<file path="src/sv/assert_macros.svh">
// Assertion helpers shared by the expander modules.
// Each use expects a clock named clk and an active-low reset named rst_n in scope.
`ifndef ASSERT_MACROS_SVH
`define ASSERT_MACROS_SVH

// Same-cycle implication, checked outside reset.
`define PCXRLE_ASSERT_IMP(lbl, ante, cons) \
  lbl: assert property (@(posedge clk) disable iff (!rst_n) (ante) |-> (cons)) \
    else $error("pcxrle: assertion failed");

// Next-cycle implication, checked outside reset.
`define PCXRLE_ASSERT_NXT(lbl, ante, cons) \
  lbl: assert property (@(posedge clk) disable iff (!rst_n) (ante) |=> (cons)) \
    else $error("pcxrle: assertion failed");

`endif

</file>
<file path="src/sv/pcxrle_pkg.sv">
package pcxrle_pkg;

  // Run count marker: both top bits set, count in the low six bits.
  localparam logic [7:0] RUN_MARK = 8'hC0;
  localparam logic [7:0] RUN_MASK = 8'h3F;

  // Configuration register indexes.
  localparam logic [2:0] REG_BYTES_PER_LINE    = 3'd0;
  localparam logic [2:0] REG_LINE_TOTAL        = 3'd1;
  localparam logic [2:0] REG_START_COLUMN_BYTE = 3'd2;
  localparam logic [2:0] REG_START_ROW         = 3'd3;
  localparam logic [2:0] REG_COLUMN_LIMIT      = 3'd4;
  localparam logic [2:0] REG_ROW_LIMIT         = 3'd5;
  localparam logic [2:0] REG_FG_COLOR          = 3'd6;
  localparam logic [2:0] REG_BG_COLOR          = 3'd7;

  localparam int CFG_IDX_W  = 3;
  localparam int CFG_DATA_W = 13;

  // Command queue between the front and the back.
  localparam int Q_DEPTH = 2;
  localparam int Q_PTR_W = 1;
  localparam int Q_CNT_W = 2;

  typedef struct packed {
    logic [10:0] bytes_per_line;
    logic [12:0] line_total;
    logic [6:0]  start_column_byte;
    logic [11:0] start_row;
    logic [6:0]  column_limit;
    logic [11:0] row_limit;
    logic [3:0]  fg_color;
    logic [3:0]  bg_color;
  } cfg_t;

  // One drawing request: a decoded byte repeated over consecutive columns.
  typedef struct packed {
    logic [7:0]  data_byte;
    logic [6:0]  col;
    logic [11:0] row;
    logic [5:0]  count;
    logic        done;
  } cmd_t;

endpackage

</file>
<file path="src/sv/pcxrle_in_if.sv">
interface pcxrle_in_if;
  logic       valid;
  logic       ready;
  logic [7:0] data_byte;

  modport source (output valid, output data_byte, input ready);
  modport sink (input valid, input data_byte, output ready);
endinterface

</file>
<file path="src/sv/pcxrle_out_if.sv">
interface pcxrle_out_if;
  logic        valid;
  logic        ready;
  logic [31:0] pixel_colors;
  logic [9:0]  pixel_x;
  logic [11:0] pixel_y;
  logic        last_of_run;
  logic        image_done;

  modport source (output valid, output pixel_colors, output pixel_x, output pixel_y,
                  output last_of_run, output image_done, input ready);
  modport sink (input valid, input pixel_colors, input pixel_x, input pixel_y,
                input last_of_run, input image_done, output ready);
endinterface

</file>
<file path="src/sv/pcxrle_front.sv">
`include "assert_macros.svh"

module pcxrle_front (
  input  logic                clk,
  input  logic                rst_n,
  input  pcxrle_pkg::cfg_t    cfg,
  pcxrle_in_if.sink           in_ch,
  input  logic                q_full,
  output logic                q_push,
  output pcxrle_pkg::cmd_t    q_data
);

  logic        pend_r, pend_nxt;
  logic [5:0]  rlen_r, rlen_nxt;
  logic [10:0] idx_r, idx_nxt;
  logic [12:0] lc_r, lc_nxt;
  logic        fin_r, fin_nxt;

  logic        accept;
  logic [7:0]  b;
  logic        start_end;
  logic        is_count;
  logic [5:0]  reps;
  logic [11:0] idx_inc;
  logic [10:0] rem;
  logic        line_done;
  logic [5:0]  n;
  logic [10:0] bpl_m2;
  logic [10:0] by_len;
  logic [11:0] col_sum;
  logic [6:0]  by_col;
  logic [5:0]  cnt;
  logic [12:0] lc_inc;
  logic        fin_after;

  // The image ends when the line count, the start column or the row runs out.
  function automatic logic image_end(input logic [12:0] lc, input pcxrle_pkg::cfg_t c);
    logic [13:0] row_sum;
    row_sum = {2'b00, c.start_row} + {1'b0, lc};
    return (lc >= c.line_total) || (c.start_column_byte > c.column_limit) ||
           (row_sum > {2'b00, c.row_limit});
  endfunction

  assign in_ch.ready = !q_full;
  assign accept      = in_ch.valid && in_ch.ready;
  assign b           = in_ch.data_byte;

  // Classify the byte and work out how far a run reaches in the current line.
  always_comb begin
    start_end = (idx_r == 11'd0) && image_end(lc_r, cfg);
    is_count  = !pend_r && ((b & pcxrle_pkg::RUN_MARK) == pcxrle_pkg::RUN_MARK);
    reps      = pend_r ? rlen_r : 6'd1;

    // A line whose length was lowered below the index ends at the next byte.
    idx_inc   = {1'b0, idx_r} + 12'd1;
    rem       = (idx_inc >= {1'b0, cfg.bytes_per_line}) ? 11'd1
                                                        : cfg.bytes_per_line - idx_r;
    line_done = (reps != 6'd0) && ({5'b0, reps} >= rem);
    n         = line_done ? rem[5:0] : reps;

    // Drawn bytes form a prefix of the run, bounded by the line and the screen.
    bpl_m2  = cfg.bytes_per_line - 11'd2;
    by_len  = ((cfg.bytes_per_line > 11'd2) && (idx_r < bpl_m2)) ? bpl_m2 - idx_r : 11'd0;
    col_sum = {5'b0, cfg.start_column_byte} + {1'b0, idx_r};
    by_col  = (col_sum < {5'b0, cfg.column_limit}) ? cfg.column_limit - col_sum[6:0]
                                                  : 7'd0;
    cnt = n;
    if (by_len < {5'b0, cnt}) begin
      cnt = by_len[5:0];
    end
    if (by_col < {1'b0, cnt}) begin
      cnt = by_col[5:0];
    end

    lc_inc    = lc_r + 13'd1;
    fin_after = line_done && image_end(lc_inc, cfg);
  end

  // Next state of the decoder.
  always_comb begin
    pend_nxt = pend_r;
    rlen_nxt = rlen_r;
    idx_nxt  = idx_r;
    lc_nxt   = lc_r;
    fin_nxt  = fin_r;
    if (accept && !fin_r) begin
      if (start_end) begin
        fin_nxt = 1'b1;
      end else if (is_count) begin
        pend_nxt = 1'b1;
        rlen_nxt = b[5:0] & pcxrle_pkg::RUN_MASK[5:0];
      end else begin
        pend_nxt = 1'b0;
        rlen_nxt = 6'd0;
        if (line_done) begin
          idx_nxt = 11'd0;
          lc_nxt  = lc_inc;
          fin_nxt = fin_after;
        end else begin
          idx_nxt = idx_r + {5'b0, n};
        end
      end
    end
  end

  // Hand a drawing request to the back when at least one byte is drawn.
  always_comb begin
    q_push         = accept && !fin_r && !start_end && !is_count && (cnt != 6'd0);
    q_data.data_byte = b;
    q_data.col     = col_sum[6:0];
    q_data.row     = cfg.start_row + lc_r[11:0];
    q_data.count   = cnt;
    q_data.done    = fin_after;
  end

  always_ff @(posedge clk) begin
    if (!rst_n) begin
      pend_r <= 1'b0;
      rlen_r <= 6'd0;
      idx_r  <= 11'd0;
      lc_r   <= 13'd0;
      fin_r  <= 1'b0;
    end else begin
      pend_r <= pend_nxt;
      rlen_r <= rlen_nxt;
      idx_r  <= idx_nxt;
      lc_r   <= lc_nxt;
      fin_r  <= fin_nxt;
    end
  end

  `PCXRLE_ASSERT_IMP(a_no_push_after_end, fin_r, !q_push)
  `PCXRLE_ASSERT_NXT(a_end_sticks, fin_r, fin_r)

endmodule

</file>
<file path="src/sv/pcxrle_fifo.sv">
`include "assert_macros.svh"

module pcxrle_fifo (
  input  logic             clk,
  input  logic             rst_n,
  input  logic             push,
  input  pcxrle_pkg::cmd_t push_data,
  output logic             full,
  input  logic             pop,
  output pcxrle_pkg::cmd_t pop_data,
  output logic             empty
);

  pcxrle_pkg::cmd_t                     mem_r [pcxrle_pkg::Q_DEPTH];
  logic [pcxrle_pkg::Q_PTR_W-1:0]       wr_ptr_r, wr_ptr_nxt;
  logic [pcxrle_pkg::Q_PTR_W-1:0]       rd_ptr_r, rd_ptr_nxt;
  logic [pcxrle_pkg::Q_CNT_W-1:0]       count_r, count_nxt;

  assign full     = (count_r == pcxrle_pkg::Q_CNT_W'(pcxrle_pkg::Q_DEPTH));
  assign empty    = (count_r == '0);
  assign pop_data = mem_r[rd_ptr_r];

  // Pointer and fill count bookkeeping.
  always_comb begin
    wr_ptr_nxt = push ? wr_ptr_r + 1'b1 : wr_ptr_r;
    rd_ptr_nxt = pop ? rd_ptr_r + 1'b1 : rd_ptr_r;
    count_nxt  = count_r;
    if (push && !pop) begin
      count_nxt = count_r + 1'b1;
    end else if (pop && !push) begin
      count_nxt = count_r - 1'b1;
    end
  end

  always_ff @(posedge clk) begin
    if (!rst_n) begin
      wr_ptr_r <= '0;
      rd_ptr_r <= '0;
      count_r  <= '0;
    end else begin
      wr_ptr_r <= wr_ptr_nxt;
      rd_ptr_r <= rd_ptr_nxt;
      count_r  <= count_nxt;
    end
  end

  // Entry storage.
  always_ff @(posedge clk) begin
    if (push) begin
      mem_r[wr_ptr_r] <= push_data;
    end
  end

  `PCXRLE_ASSERT_IMP(a_no_overflow, push, !full)
  `PCXRLE_ASSERT_IMP(a_no_underflow, pop, !empty)

endmodule

</file>
<file path="src/sv/pcxrle_back.sv">
`include "assert_macros.svh"

module pcxrle_back #(
  parameter int COLOR_BITS = 4
) (
  input  logic             clk,
  input  logic             rst_n,
  input  pcxrle_pkg::cfg_t cfg,
  input  logic             q_empty,
  input  pcxrle_pkg::cmd_t q_data,
  output logic             q_pop,
  pcxrle_out_if.source     out_ch
);

  localparam int WordW = (8 * COLOR_BITS > 32) ? 8 * COLOR_BITS : 32;

  // Request being expanded.
  logic        act_valid_r, act_valid_nxt;
  logic [7:0]  act_byte_r, act_byte_nxt;
  logic [6:0]  act_col_r, act_col_nxt;
  logic [11:0] act_row_r, act_row_nxt;
  logic [5:0]  act_cnt_r, act_cnt_nxt;
  logic        act_done_r, act_done_nxt;

  // Output register.
  logic        out_valid_r, out_valid_nxt;
  logic [31:0] out_colors_r, out_colors_nxt;
  logic [9:0]  out_x_r, out_x_nxt;
  logic [11:0] out_y_r, out_y_nxt;
  logic        out_last_r, out_last_nxt;
  logic        out_done_r, out_done_nxt;

  logic                  advance;
  logic                  act_ends;
  logic [COLOR_BITS-1:0] fg_code;
  logic [COLOR_BITS-1:0] bg_code;
  logic [WordW-1:0]      word;

  // Expand the byte into eight color codes, leftmost pixel on top.
  always_comb begin
    fg_code = COLOR_BITS'(cfg.fg_color);
    bg_code = COLOR_BITS'(cfg.bg_color);
    word    = '0;
    for (int j = 0; j < 8; j++) begin
      word[j*COLOR_BITS +: COLOR_BITS] = act_byte_r[j] ? fg_code : bg_code;
    end
  end

  assign advance  = act_valid_r && (!out_valid_r || out_ch.ready);
  assign act_ends = advance && (act_cnt_r == 6'd1);
  assign q_pop    = !q_empty && (!act_valid_r || act_ends);

  // Step through the run one column per result.
  always_comb begin
    act_valid_nxt = act_valid_r;
    act_byte_nxt  = act_byte_r;
    act_col_nxt   = act_col_r;
    act_row_nxt   = act_row_r;
    act_cnt_nxt   = act_cnt_r;
    act_done_nxt  = act_done_r;
    if (q_pop) begin
      act_valid_nxt = 1'b1;
      act_byte_nxt  = q_data.data_byte;
      act_col_nxt   = q_data.col;
      act_row_nxt   = q_data.row;
      act_cnt_nxt   = q_data.count;
      act_done_nxt  = q_data.done;
    end else if (advance) begin
      act_valid_nxt = !act_ends;
      act_col_nxt   = act_col_r + 7'd1;
      act_cnt_nxt   = act_cnt_r - 6'd1;
    end
  end

  // Load the output register from the active request whenever it is empty or being drained.
  always_comb begin
    out_valid_nxt  = out_valid_r;
    out_colors_nxt = out_colors_r;
    out_x_nxt      = out_x_r;
    out_y_nxt      = out_y_r;
    out_last_nxt   = out_last_r;
    out_done_nxt   = out_done_r;
    if (advance) begin
      out_valid_nxt  = 1'b1;
      out_colors_nxt = word[31:0];
      out_x_nxt      = {act_col_r, 3'b000};
      out_y_nxt      = act_row_r;
      out_last_nxt   = (act_cnt_r == 6'd1);
      out_done_nxt   = act_done_r;
    end else if (out_ch.ready) begin
      out_valid_nxt = 1'b0;
    end
  end

  always_ff @(posedge clk) begin
    if (!rst_n) begin
      act_valid_r <= 1'b0;
      out_valid_r <= 1'b0;
    end else begin
      act_valid_r <= act_valid_nxt;
      out_valid_r <= out_valid_nxt;
    end
  end

  always_ff @(posedge clk) begin
    act_byte_r   <= act_byte_nxt;
    act_col_r    <= act_col_nxt;
    act_row_r    <= act_row_nxt;
    act_cnt_r    <= act_cnt_nxt;
    act_done_r   <= act_done_nxt;
    out_colors_r <= out_colors_nxt;
    out_x_r      <= out_x_nxt;
    out_y_r      <= out_y_nxt;
    out_last_r   <= out_last_nxt;
    out_done_r   <= out_done_nxt;
  end

  assign out_ch.valid        = out_valid_r;
  assign out_ch.pixel_colors = out_colors_r;
  assign out_ch.pixel_x      = out_x_r;
  assign out_ch.pixel_y      = out_y_r;
  assign out_ch.last_of_run  = out_last_r;
  assign out_ch.image_done   = out_done_r;

  `PCXRLE_ASSERT_IMP(a_active_has_work, act_valid_r, act_cnt_r != 6'd0)
  `PCXRLE_ASSERT_NXT(a_result_follows_step, advance, out_valid_r)

endmodule

</file>
<file path="src/sv/pcx_rle_mono_line_expander_core.sv">
// Expands a 1-bit-per-pixel PCX run-length body into 8-pixel color words. Literal
// bytes and run count bytes are taken one per cycle while the two-entry request
// queue has room; a byte that draws n columns yields n results, one per cycle
// unless the output stalls, so a run of up to 63 repeats stalls the input once
// the queue fills. Results carry screen x and y, a flag on the last result of
// each input byte, and a flag once the image has ended; after that every byte is
// dropped until reset. The user must write registers only while the block is idle
// (the block does not enforce this); they need no clearing pass after reset.
module pcx_rle_mono_line_expander_core #(
  parameter int COLOR_BITS = 4
) (
  input  logic                                clk,
  input  logic                                rst_n,
  pcxrle_in_if.sink                           in_ch,
  pcxrle_out_if.source                        out_ch,
  input  logic                                cfg_we,
  input  logic [pcxrle_pkg::CFG_IDX_W-1:0]    cfg_index,
  input  logic [pcxrle_pkg::CFG_DATA_W-1:0]   cfg_wdata
);

  pcxrle_pkg::cfg_t cfg_r, cfg_nxt;
  logic             q_push;
  pcxrle_pkg::cmd_t q_push_data;
  logic             q_full;
  logic             q_pop;
  pcxrle_pkg::cmd_t q_pop_data;
  logic             q_empty;

  // Register write decode.
  always_comb begin
    cfg_nxt = cfg_r;
    if (cfg_we) begin
      case (cfg_index)
        pcxrle_pkg::REG_BYTES_PER_LINE:    cfg_nxt.bytes_per_line    = cfg_wdata[10:0];
        pcxrle_pkg::REG_LINE_TOTAL:        cfg_nxt.line_total        = cfg_wdata[12:0];
        pcxrle_pkg::REG_START_COLUMN_BYTE: cfg_nxt.start_column_byte = cfg_wdata[6:0];
        pcxrle_pkg::REG_START_ROW:         cfg_nxt.start_row         = cfg_wdata[11:0];
        pcxrle_pkg::REG_COLUMN_LIMIT:      cfg_nxt.column_limit      = cfg_wdata[6:0];
        pcxrle_pkg::REG_ROW_LIMIT:         cfg_nxt.row_limit         = cfg_wdata[11:0];
        pcxrle_pkg::REG_FG_COLOR:          cfg_nxt.fg_color          = cfg_wdata[3:0];
        pcxrle_pkg::REG_BG_COLOR:          cfg_nxt.bg_color          = cfg_wdata[3:0];
        default:                           cfg_nxt = cfg_r;
      endcase
    end
  end

  always_ff @(posedge clk) begin
    if (!rst_n) begin
      cfg_r.bytes_per_line    <= 11'd80;
      cfg_r.line_total        <= 13'd480;
      cfg_r.start_column_byte <= 7'd0;
      cfg_r.start_row         <= 12'd0;
      cfg_r.column_limit      <= 7'd80;
      cfg_r.row_limit         <= 12'd479;
      cfg_r.fg_color          <= 4'd15;
      cfg_r.bg_color          <= 4'd0;
    end else begin
      cfg_r <= cfg_nxt;
    end
  end

  // Byte decoder and line bookkeeping.
  pcxrle_front u_front (
    .clk    (clk),
    .rst_n  (rst_n),
    .cfg    (cfg_r),
    .in_ch  (in_ch),
    .q_full (q_full),
    .q_push (q_push),
    .q_data (q_push_data)
  );

  // Request queue between decoder and expander.
  pcxrle_fifo u_fifo (
    .clk       (clk),
    .rst_n     (rst_n),
    .push      (q_push),
    .push_data (q_push_data),
    .full      (q_full),
    .pop       (q_pop),
    .pop_data  (q_pop_data),
    .empty     (q_empty)
  );

  // Pixel expander and output register.
  pcxrle_back #(
    .COLOR_BITS (COLOR_BITS)
  ) u_back (
    .clk     (clk),
    .rst_n   (rst_n),
    .cfg     (cfg_r),
    .q_empty (q_empty),
    .q_data  (q_pop_data),
    .q_pop   (q_pop),
    .out_ch  (out_ch)
  );

endmodule
</file>
<file path="src/flat_wrapper.sv">
// flat-port wrapper written by rule: the top's interface ports become plain ports
module pcx_rle_mono_line_expander_core_flat 
#(
  parameter int COLOR_BITS = 4
)
  (clk, rst_n, cfg_we, cfg_index, cfg_wdata, in_ch_valid, in_ch_data_byte, in_ch_ready, out_ch_valid, out_ch_pixel_colors, out_ch_pixel_x, out_ch_pixel_y, out_ch_last_of_run, out_ch_image_done, out_ch_ready);
  pcxrle_in_if in_ch_i ();
  pcxrle_out_if out_ch_i ();
  input  logic clk;
  input  logic rst_n;
  input  logic cfg_we;
  input  logic [pcxrle_pkg::CFG_IDX_W-1:0] cfg_index;
  input  logic [pcxrle_pkg::CFG_DATA_W-1:0] cfg_wdata;
  input wire logic [$bits(in_ch_i.valid)-1:0] in_ch_valid;
  input wire logic [$bits(in_ch_i.data_byte)-1:0] in_ch_data_byte;
  output wire logic [$bits(in_ch_i.ready)-1:0] in_ch_ready;
  output wire logic [$bits(out_ch_i.valid)-1:0] out_ch_valid;
  output wire logic [$bits(out_ch_i.pixel_colors)-1:0] out_ch_pixel_colors;
  output wire logic [$bits(out_ch_i.pixel_x)-1:0] out_ch_pixel_x;
  output wire logic [$bits(out_ch_i.pixel_y)-1:0] out_ch_pixel_y;
  output wire logic [$bits(out_ch_i.last_of_run)-1:0] out_ch_last_of_run;
  output wire logic [$bits(out_ch_i.image_done)-1:0] out_ch_image_done;
  input wire logic [$bits(out_ch_i.ready)-1:0] out_ch_ready;
  assign in_ch_i.valid = in_ch_valid;
  assign in_ch_i.data_byte = in_ch_data_byte;
  assign in_ch_ready = in_ch_i.ready;
  assign out_ch_valid = out_ch_i.valid;
  assign out_ch_pixel_colors = out_ch_i.pixel_colors;
  assign out_ch_pixel_x = out_ch_i.pixel_x;
  assign out_ch_pixel_y = out_ch_i.pixel_y;
  assign out_ch_last_of_run = out_ch_i.last_of_run;
  assign out_ch_image_done = out_ch_i.image_done;
  assign out_ch_i.ready = out_ch_ready;
  pcx_rle_mono_line_expander_core #(.COLOR_BITS(COLOR_BITS)) u_core (.clk(clk), .rst_n(rst_n), .in_ch(in_ch_i), .out_ch(out_ch_i), .cfg_we(cfg_we), .cfg_index(cfg_index), .cfg_wdata(cfg_wdata));
endmodule
</file>
<file path="config.mk">
export PLATFORM = sky130hd
export DESIGN_NAME = pcx_rle_mono_line_expander_core_flat
export DESIGN_NICKNAME = d
export VERILOG_FILES = /design/src/sv/pcxrle_pkg.sv /design/src/sv/pcxrle_in_if.sv /design/src/sv/pcxrle_out_if.sv /design/src/sv/pcxrle_front.sv /design/src/sv/pcxrle_fifo.sv /design/src/sv/pcxrle_back.sv /design/src/sv/pcx_rle_mono_line_expander_core.sv /design/src/flat_wrapper.sv
export VERILOG_INCLUDE_DIRS = /design/src /design/src/sv
export SDC_FILE = /design/constraint.sdc
export NUM_CORES = 1
export LEC_CHECK = 0
export ABC_AREA = 1
export BUFFER_PORTS_ARGS = -buffer_cell sky130_fd_sc_hd__buf_2
export CAP_MARGIN = 20
export CORE_ASPECT_RATIO = 1.2
export CORE_MARGIN = 4
export CORE_UTILIZATION = 50
export DETAILED_ROUTE_END_ITERATION = 10
export PLACE_DENSITY = 0.7
export SETUP_SLACK_MARGIN = 0.4
export SLEW_MARGIN = 20
export SYNTH_ARGS = -nofsm -noshare
export SYNTH_HDL_FRONTEND = slang
export SYNTH_SLANG_ARGS = --single-unit
</file>
<file path="constraint.sdc">
create_clock -name clk -period 8.35 [get_ports clk]
set_input_delay 0.835 -clock clk [delete_from_list [all_inputs] [get_ports clk]]
set_output_delay 0.835 -clock clk [all_outputs]
set_load 0.01 [all_outputs]
</file>
==> metrics.txt <==
GPL Wtd Cong between 0.9 and 1; fmax about 140 MHz; crit path capture type register; Leak Pwr around 8.0 nW; Netlist cell types 53; Slowest Stage Delay on Critical Path approximately 500 ps; first-pass GRT wire length around 60 mm; Hold Crit Start u_core.u_back.act_row_r[2]$_DFFE_PP_; Worst Setup Start Kind register; most used cell, CP nand2_1; Synth Register Bits roughly 260; Rel. slew slack between 30% and 40%; Sequential Area roughly 0.0068 sq mm; crit share post-route 86.6%; Power Internal 3.00 mW; CTS root buf clkbuf_16; leading area contributor after synthesis edfxtp_1; crit-path max FO 15; Final Hold Fails 0; sequential fraction of the synthesis area between 40 and 50%; core region area between 0.03 and 0.04 sq mm; Synth Area in Compound Gates approximately an eighth; Layout Nets ~2,100; worst path required time 8760 ps; post-synthesis instance area 0.0156 sq mm; mux cell area share after synthesis 0%; WS Path Type register to register; crit path max-delay cell type dfxtp_1; Post-Synth XOR/XNOR Area under 10%; reg-to-reg startpoint u_core.u_front.idx_r[2]$_SDFFE_PN0P_; Worst Clk Skew between 10 and 15 ps; endpoints failing setup 0; IO Count between 80 and 90; arrival time worst endpoint ~7600 ps; Adder-Cell Fraction of Synth Area 13.9%; PortBufs 83; Inserted Clock Buffers 26; die area ~0.034 sq mm; Sequential Power Share between 40 and 50%; Synth top area share between 20% and 30%; Top FF cell, synth edfxtp_1; initial antenna violation count 0; hpwl dp 28.9 mm; Post-synth top cells nand2_1 (352), inv_1 (230), ha_1 (162), edfxtp_1 (155), nor2_1 (142); number of enable flip-flop cells after synthesis between 150 and 200; CTS H-tree depth 1; CP top delay family simple AND/OR/NAND/NOR gates; Worst-Skew Late Latency 540 ps; CP bufs+invs 6; Post-CTS Setup Bufs 0; die height between 200 and 250 microns; initial core utilization between 50% and 60%; Post-Synth Simple-Gate Area between 10% and 20%; Total GRT Usage 21.3%; combinational family with the most area after synthesis simple AND/OR/NAND/NOR gates; Cell Rows 70; Sw Ratio between 30% and 40%; antenna-violating nets left 0; Comb pwr share 32.0%; HP Class register to register; number of max-cap violations 0; worst setup margin roughly 1100 ps; RSZ-0062 raised after global routing false; routed vias between 10,000 and 15,000; layout cells sized above 1 ~11%; FILL cells about 2,700; First-pass DRT Iterations 6; post-CTS resize count 0; clock sink total roughly 260; post-place setup slack 679 ps; synth warn 0; number of global-route vias before repair 11,800; routed wire length per instance 16.3 microns; Max clock buf depth 3; Worst-Margin Slew about 1000 ps; synth top area cells edfxtp_1 (30%), dfxtp_1 (14%), ha_1 (13%), nand2_1 (8.5%), inv_1 (5.5%); Switching Power ~1.6 mW; VDD IR max about 0.18 mV; setup TNS 0 ps; Clock Power Share about a quarter; Worst Setup SP u_core.u_front.idx_r[2]$_SDFFE_PN0P_; Max Slew Vio Count 0; Starting DRT DRC Count approximately 900; Mapped Cells ~1,800; ys async rst share 0%; count leader, synth nand2_1; vias per cell 5.35; remaining global-route overflow 0; pwr dens roughly 270 mW/mm^2; hold_ws a little over 400 ps; Avg Inst Size Synth ~8.6 sq um; multi-input logic area 0.00770 sq mm; pin count of the biggest net entering global routing slightly below 90; CTS clk-pin slew, worst paths around 60 ps; CTS tree yes; drt total wl roughly 38 mm; minimum clock period slightly above 7000 ps; Synth-to-Final Area Change 11.1%; cts hold-fix bufs 0; DIE WIDTH roughly 170 microns; drc violations 0; status finished, final reports clean
==> per-stage QoR <==
stage | utilization [%] | power (mW) | area (sq um) | cells
floorplan | - | 3.03 | 15600 | 1805
global placement | 53.6 | 3.39 | 16400 | 2256
detailed placement | 53.6 | 3.45 | 16400 | 2256
CTS | 56.4 | 4.61 | 17200 | 2304
global route | 56.5 | 4.90 | 17300 | 2304
finish | 56.5 | 4.59 | 17300 | 2306
==> sequential cells by signal (all words and copies together), names as in the netlist, 2 cells and up, named ones only <==
signal                             cells
u_core.u_back.act_col_r                7
u_core.u_back.act_cnt_r                6
u_core.cfg_r                          70
u_core.u_back.out_ch.pixel_y          12
u_core.u_front.rlen_r                  6
u_core.u_back.out_ch.pixel_x           7
u_core.u_fifo.count_r                  2
u_core.u_fifo.mem_r                   68
u_core.u_back.act_row_r               12
u_core.u_back.out_ch.pixel_colors     32
u_core.u_front.idx_r                  11
u_core.u_back.act_byte_r               8
u_core.u_front.lc_r                   13
==> power groups by stage <==
stage               Clock, mW  Combinational (mW)  Sequential [mW]
finish                   1.16                1.47             1.96
global route             1.23                1.67             2.00
CTS                      1.18                1.48             1.96
detailed placement          0                1.46             1.99
global placement            0                1.42             1.97
floorplan                   0                1.03             2.00
==> per-layer routing <==
metal	part of all wire, %	track usage, %	wire length [microns]
met5	0	0	0
met4	2.7	5.64	1010
met3	4.6	2.08	1710
met2	48	37.7	18100
met1	45	28.0	16700
==> layout make-up <==
type	instances	share of cell area, %
Clock inverter	11	0.724
Inverter	241	5.23
Tap cell	396	2.87
Antenna cell	2	0.0290
Sequential cell	264	39.6
Clock buffer	37	4.18
Timing Repair Buffer	91	2.82
Multi-Input combinational cell	1264	44.5
==> path summary, 6_finish.rpt <==
path                                                to  slack (ps)  cells after the start
min          u_core.u_back.out_ch.pixel_y[2]$_DFFE_PP_         410                      0
min reg2reg  u_core.u_back.out_ch.pixel_y[2]$_DFFE_PP_         410                      0
max              u_core.u_fifo.count_r[1]$_SDFFE_PN0P_        1120                     48
max reg2reg      u_core.u_fifo.count_r[1]$_SDFFE_PN0P_        1120                     48
==> logic make-up (layout without fill, tap and decap cells) <==
family / count (synthesis) / after routing
AO/OA/AOI/OAI: 367 / 367
buffers and inverters: 277 / 380
AND/OR/NAND/NOR: 660 / 660
adder cells (fa/ha/maj): 169 / 169
XOR/XNOR: 65 / 65
other: 1 / 5
flip-flops: 264 / 264
==> placed cells by master (no fill, tap or decap), types with 4 or more instances in the layout <==
| cell | n |
|---|---|
| o31ai_1 | 8 |
| o21ai_0 | 135 |
| nor3_1 | 24 |
| nor2_1 | 141 |
| a21o_1 | 5 |
| xnor2_1 | 11 |
| fa_1 | 7 |
| buf_2 | 83 |
| a211oi_1 | 7 |
| a21oi_1 | 135 |
| clkbuf_1 | 7 |
| nand2_4 | 5 |
| inv_1 | 229 |
| o21ai_1 | 12 |
| ha_1 | 162 |
| o21bai_1 | 9 |
| dfxtp_1 | 105 |
| nand2_2 | 24 |
| o211ai_1 | 22 |
| nor4_1 | 5 |
| buf_4 | 7 |
| clkinv_1 | 4 |
| nand3_1 | 55 |
| xor2_1 | 54 |
| clkbuf_16 | 26 |
| nand3b_1 | 6 |
| nand2_1 | 352 |
| a31oi_1 | 16 |
| nand4_1 | 15 |
| inv_2 | 9 |
| edfxtp_1 | 155 |
| clkinvlp_4 | 4 |
| or2_2 | 7 |
| nor2_2 | 11 |
| nand3_2 | 5 |
| o21a_1 | 6 |
No activity file was read; power rests on OpenSTA's default activity.
